$ cat config.mk
export PLATFORM = sky130hd
export DESIGN_NAME = tmv_vec_mem
export DESIGN_NICKNAME = d
export VERILOG_FILES = /design/src/rtl/tmv_pkg.sv /design/src/rtl/tmv_vec_mem.sv
export SDC_FILE = /design/constraint.sdc
export NUM_CORES = 2
export LEC_CHECK = 0
export ABC_AREA = 1
export BUFFER_PORTS_ARGS = -buffer_cell sky130_fd_sc_hd__buf_2
export CAP_MARGIN = 5
export CORE_MARGIN = 2
export CORE_UTILIZATION = 35
export CTS_CLUSTER_DIAMETER = 100
export DETAILED_ROUTE_END_ITERATION = 10
export PLACE_DENSITY_LB_ADDON = 0.08
export SLEW_MARGIN = 20
export SYNTH_ARGS = -nofsm -noshare
export SYNTH_HDL_FRONTEND = slang
export SYNTH_SLANG_ARGS = --single-unit
$ cat constraint.sdc
create_clock -name clk -period 2.25 [get_ports clk]
set_clock_uncertainty 0.05 [all_clocks]
set_input_delay 0.45 -clock clk [delete_from_list [all_inputs] [get_ports clk]]
set_output_delay 0.45 -clock clk [all_outputs]
set_load 0.1 [all_outputs]
$ cat src/rtl/tmv_pkg.sv
`timescale 1ns / 1ps

package tmv_pkg;

  localparam int IDX_W = 8;
  localparam int INDEX_SPAN = 1 << IDX_W;
  localparam int ELEM_W = 16;
  localparam int PROD_W = 2 * ELEM_W;
  localparam int SUM_W = 48;
  localparam int MATRIX_SIZE_DEFAULT = 256;
  localparam int STORE_DEPTH_DEFAULT = 256;

  typedef enum logic [1:0] {
    MODE_LOAD = 2'd0,
    MODE_MAC  = 2'd1,
    MODE_READ = 2'd2
  } tmv_mode_t;

  typedef enum logic [1:0] {
    ST_IDLE,
    ST_MUL,
    ST_ACC,
    ST_WB
  } tmv_state_t;

  typedef struct packed {
    logic [1:0]              mode;
    logic [IDX_W-1:0]        row_index;
    logic [IDX_W-1:0]        col_index;
    logic signed [ELEM_W-1:0] element_value;
    logic                    tile_row_end;
  } tmv_in_t;

  typedef struct packed {
    logic signed [SUM_W-1:0] row_sum;
    logic                    sum_valid;
  } tmv_out_t;

  // Control for one memory: a write port and a read port.
  typedef struct packed {
    logic             wr_en;
    logic [IDX_W-1:0] wr_addr;
    logic             rd_en;
    logic [IDX_W-1:0] rd_addr;
  } tmv_mem_ctl_t;

endpackage

$ cat src/rtl/tmv_vec_mem.sv
`timescale 1ns / 1ps

module tmv_vec_mem #(
  parameter int DEPTH = tmv_pkg::STORE_DEPTH_DEFAULT
) (
  input  logic                                 clk,
  input  tmv_pkg::tmv_mem_ctl_t                ctl,
  input  logic signed [tmv_pkg::ELEM_W-1:0]    wr_data,
  output logic signed [tmv_pkg::ELEM_W-1:0]    rd_data
);
  import tmv_pkg::*;

  localparam int ADDR_W = (DEPTH > 1) ? $clog2(DEPTH) : 1;

  logic [ELEM_W-1:0] mem [DEPTH];

  always_ff @(posedge clk) begin
    if (ctl.wr_en) begin
      mem[ctl.wr_addr[ADDR_W-1:0]] <= wr_data;
    end
  end

  always_ff @(posedge clk) begin
    if (ctl.rd_en) begin
      rd_data <= mem[ctl.rd_addr[ADDR_W-1:0]];
    end
  end

endmodule

; Yosys cells after proc, flatten, opt, wreduce, memory -nomap -nowiden
; Memory sizes are Yosys's and may differ from the RTL's. A register that Yosys moved wholly into a read port is not among the register bits.
; Cells that the tools add are included.
[classes]
n_addsub = 0
n_mul = 0
div_mod_pow = 0
magnitude_cmp = 0
n_eq_ne = 0
n_shift = 0
muxes = 2
bitwise = 0
n_reduce_logical = 0
[op_table]
columns = cell, n
row1 = 2-to-1 mux 1 bit, 2
[totals]
regBits = 0
latch_bits = 0
ram_bits = 4096
rom_bits = 0
inputBits = 35
output_inout_bits = 16
word_cells = 3
n_memories = 1
[memory_table]
columns = name, words, word_bits, rd, rd_ports_with_merged_regs, write_ports, line_no
row1 = mem, 256, 16, 1, 1, 1, tmv_vec_mem.sv:15  ; logic [ELEM_W-1:0] mem [DEPTH];

; Logic depth before layout (Yosys ltp)
[logic_depth]
word_depth = 2
mapped_depth = 15
depth_no_buf = 11

; Least setup slack after synthesis
; No wires, ideal clock.
[synth_path]
kind = in2reg
start = input port ctl[17] (netlist bit)
end = memory mem[164][0] (enable)
setup_ps = 388
t_arrival_ps = 1902
t_required_ps = 1812
path_slack_ps = -90
path_stages = 4
n_path_buf = 2
cell_sequence = clkbuf_1 -> nand3_1 -> clkbuf_1 -> nor2_1
[synth_between]
elab_chain_len = 2
[synth_lines]
columns = item, line_no
row1 = "start, declared", tmv_vec_mem.sv:7  ; input tmv_pkg::tmv_mem_ctl_t ctl,
row2 = 2-to-1 mux 1 bit, tmv_vec_mem.sv:18  ; if (ctl.wr_en) begin
row3 = 2-to-1 mux 1 bit (implied by the code), tmv_vec_mem.sv:19  ; mem[ctl.wr_addr[ADDR_W-1:0]] <= wr_data;
row4 = "end, declared", tmv_vec_mem.sv:15
; No other way between the ends.

; Worst setup path in the final report
[layout_path]
start = register rd_data[14] (netlist bit) (read register of mem)
end = output port rd_data[14] (netlist bit)
[layout_rtl]
columns = item, line_no
row1 = "start, declared", tmv_vec_mem.sv:9  ; output logic signed [tmv_pkg::ELEM_W-1:0] rd_data
; No word-level cell between the ends.

==> flow_summary.ini <==
[timing]
fmax_ghz = 0.411
worstMarginPinSlew_ns = 1.19
setup_viol_count_final = 15
report.final.slew_viol_count = 0
grt_setup_unrepaired = true
finalHoldWorstSlack_ns = 0.0945
setup_tns_ns = -1.08
hold_violations = 0
finalCritPeriodShare_pct = 108
relSlewSlack_pct = 20.5
finalCriticalPeriod_ns = 2.43
setup_slack_ns = -0.184

[pwr]
power_density_nw_per_um2 = 846
power_mw = 170
leakage_nw = 71.2
ir_drop_mv = 0.712

[yosys]
syn_nets = 13652
synth_cell_type_count = 14
ys_warn_count = 0
seq_area_frac_synth_pct = 74.4
avgSynthCellArea_um2 = 12.2
syn_area_um2 = 166000
ys_ff_latch = 4112
syn_inst = 13617

[routing]
met2_length_mm = 265
drt_iter0_markers = 10797
postRouteAntennaNets = 1
wl_met1_mm = 256
drc_errors = 0
top_layer = met5
wl_mm = 570
firstDrtPassIters = 6
wl_met3_mm = 33.6
wl_per_cell_um = 26.9
via_per_inst = 5.26
vias = 111301

[grt]
grt_max_degree = 97
grt_pass1_wl_mm = 812
antenna_found_initial = 40
grt-ovfl-total = 0
grt_use_total_pct = 23.2
grt_pass1_vias = 108559

[clock_network]
h-tree-depth = 5
numCtsBuffers = 455
ctsLongestPathBuffers = 4
clk_pin_slew_ns = 0.07
cts_tree = done
cts.sinks = 4112
root_buffer = clkbuf_16
insertion_delay_ns = 1.06

[setup_path]
timing.critical_path.buf_inv = 1
r2r_setup_slack_ns = 0.03
worstRegToRegCells = 10
critPathLaunchType = register
arrival_ns = 1.93
path_depth = 1
critical_path.max_stage_delay_ns = 0.65
critPathCaptureType = output port
path_cells = buf_12
critPathKind = reg -> out
critical-path-slowest-cell = edfxtp_1
crit_required_ns = 1.75
cp_max_fo = 1
critPathTopFamily = flip-flops

[run]
drv_cap = 0

[status]
status = complete, but fails checks
violations = antenna rules, setup timing

[final_layout]
nets = 14605
fill_cells = 43392
drive_gt1_share_pct = 14.8
postLayoutCellArea_um2 = 201000
area_growth_pct = 21.4

[die]
rows = 252
die_h_um = 692
die_width_um = 692
core_um2 = 471000
num_io_pins = 51
start_util_pct = 35.2
die_area_um2 = 479000

[placement]
place_area_um2 = 186000
io_buffers = 50
hpwlAfterDp_mm = 360
globalplace.congestion = 0.848

[worst_hold_path]
hold_path_depth = 5
hold_path.class = in -> reg
report_power, final:
part	internal, mW	leakage [nW]	switching, mW
combinational	3.84	27.2	8.82
sequential	84.5	37.0	0.0888
clock	42.0	7.02	31.0
total	130	71.2	39.9
layer usage:
| metal | vias to the layer above | GRT usage (%) |
|---|---|---|
| met4 | 4 | 6.40 |
| met1 | 56499 | 33.2 |
| met5 | - | 0 |
| met3 | 673 | 3.02 |
| met2 | 3479 | 37.2 |
| li1 | 50646 | - |
cell usage in the layout (no fill, tap or decap), drive strengths merged:
master and instances:
inv 50, clkbuf 554, edfxtp 4112, nor2 283
bufinv 39, dlygate4sd3 17, clkinv 206, buf 1413
nand2 4211, clkinvlp 14, nand3 4035, diode 16
worst min-delay path, delay by kind of cell:
kind | cells | cell delay, ns
and+or+nand+nor | 3 | 0.28
buffers and inverters | 2 | 0.25
synth_stat cells (all sizes together):
cell type  count  share of area (%)
buf          783                2.8
clkbuf       154               0.35
edfxtp      4112                 74
nand2       4211                9.5
inv           39              0.091
nor2         283               0.64
nand3       4035                 12
area by class of cell:
class,count,area [um2],area share (%)
antenna,16,40.0,0.0199
clock buffer,551,12000,5.94
clock inverter,270,2420,1.20
inverter,39,199,0.0988
multi-input combinational,8529,37600,18.7
sequential,4112,123000,61.3
tap,6223,7790,3.87
timing repair buffer,1433,17800,8.82
per-stage QoR:
stage	worst slack [ns]	cells	util (%)
finish	-0.184	21173	42.7
detailed placement	-1.47	20313	39.5
global route	-0.205	21159	42.7
floorplan	-0.0904	13617	-
global placement	-1.52	20313	39.5
CTS	-0.277	21150	42.6
worst paths after layout:
| path | from | end |
|---|---|---|
| setup / recovery | rd_data[14] | rd_data[14] |
| hold / removal | ctl[13] | mem[1][11] |
| setup reg to reg | mem[237][12] | rd_data[12] |
| hold reg to reg | mem[196][2] | rd_data[2] |
timing repair:
action | in CTS | in global routing
cloned | 0 | 3
setup endpoints to repair | 31 | 27
setup buffers | 0 | 4
hold endpoints to repair | 1171 | 0
hold buffers | 17 | 0
gates resized for setup | 93 | 37
sequential cells by signal, indices dropped and copies added (netlist names):
| signal | count |
|---|---|
| rd_data | 16 |
| mem | 4096 |
cell families (layout without fill, tap and decap cells):
logic type | count (synthesis) | in the layout | synth area share, %
and+or+nand+nor | 8529 | 8529 | 22.3
DFF | 4112 | 4112 | 74.4
other | 0 | 16 | 0
buffers and inverters | 976 | 2293 | 3.21
No activity file was read; power rests on OpenSTA's default activity.
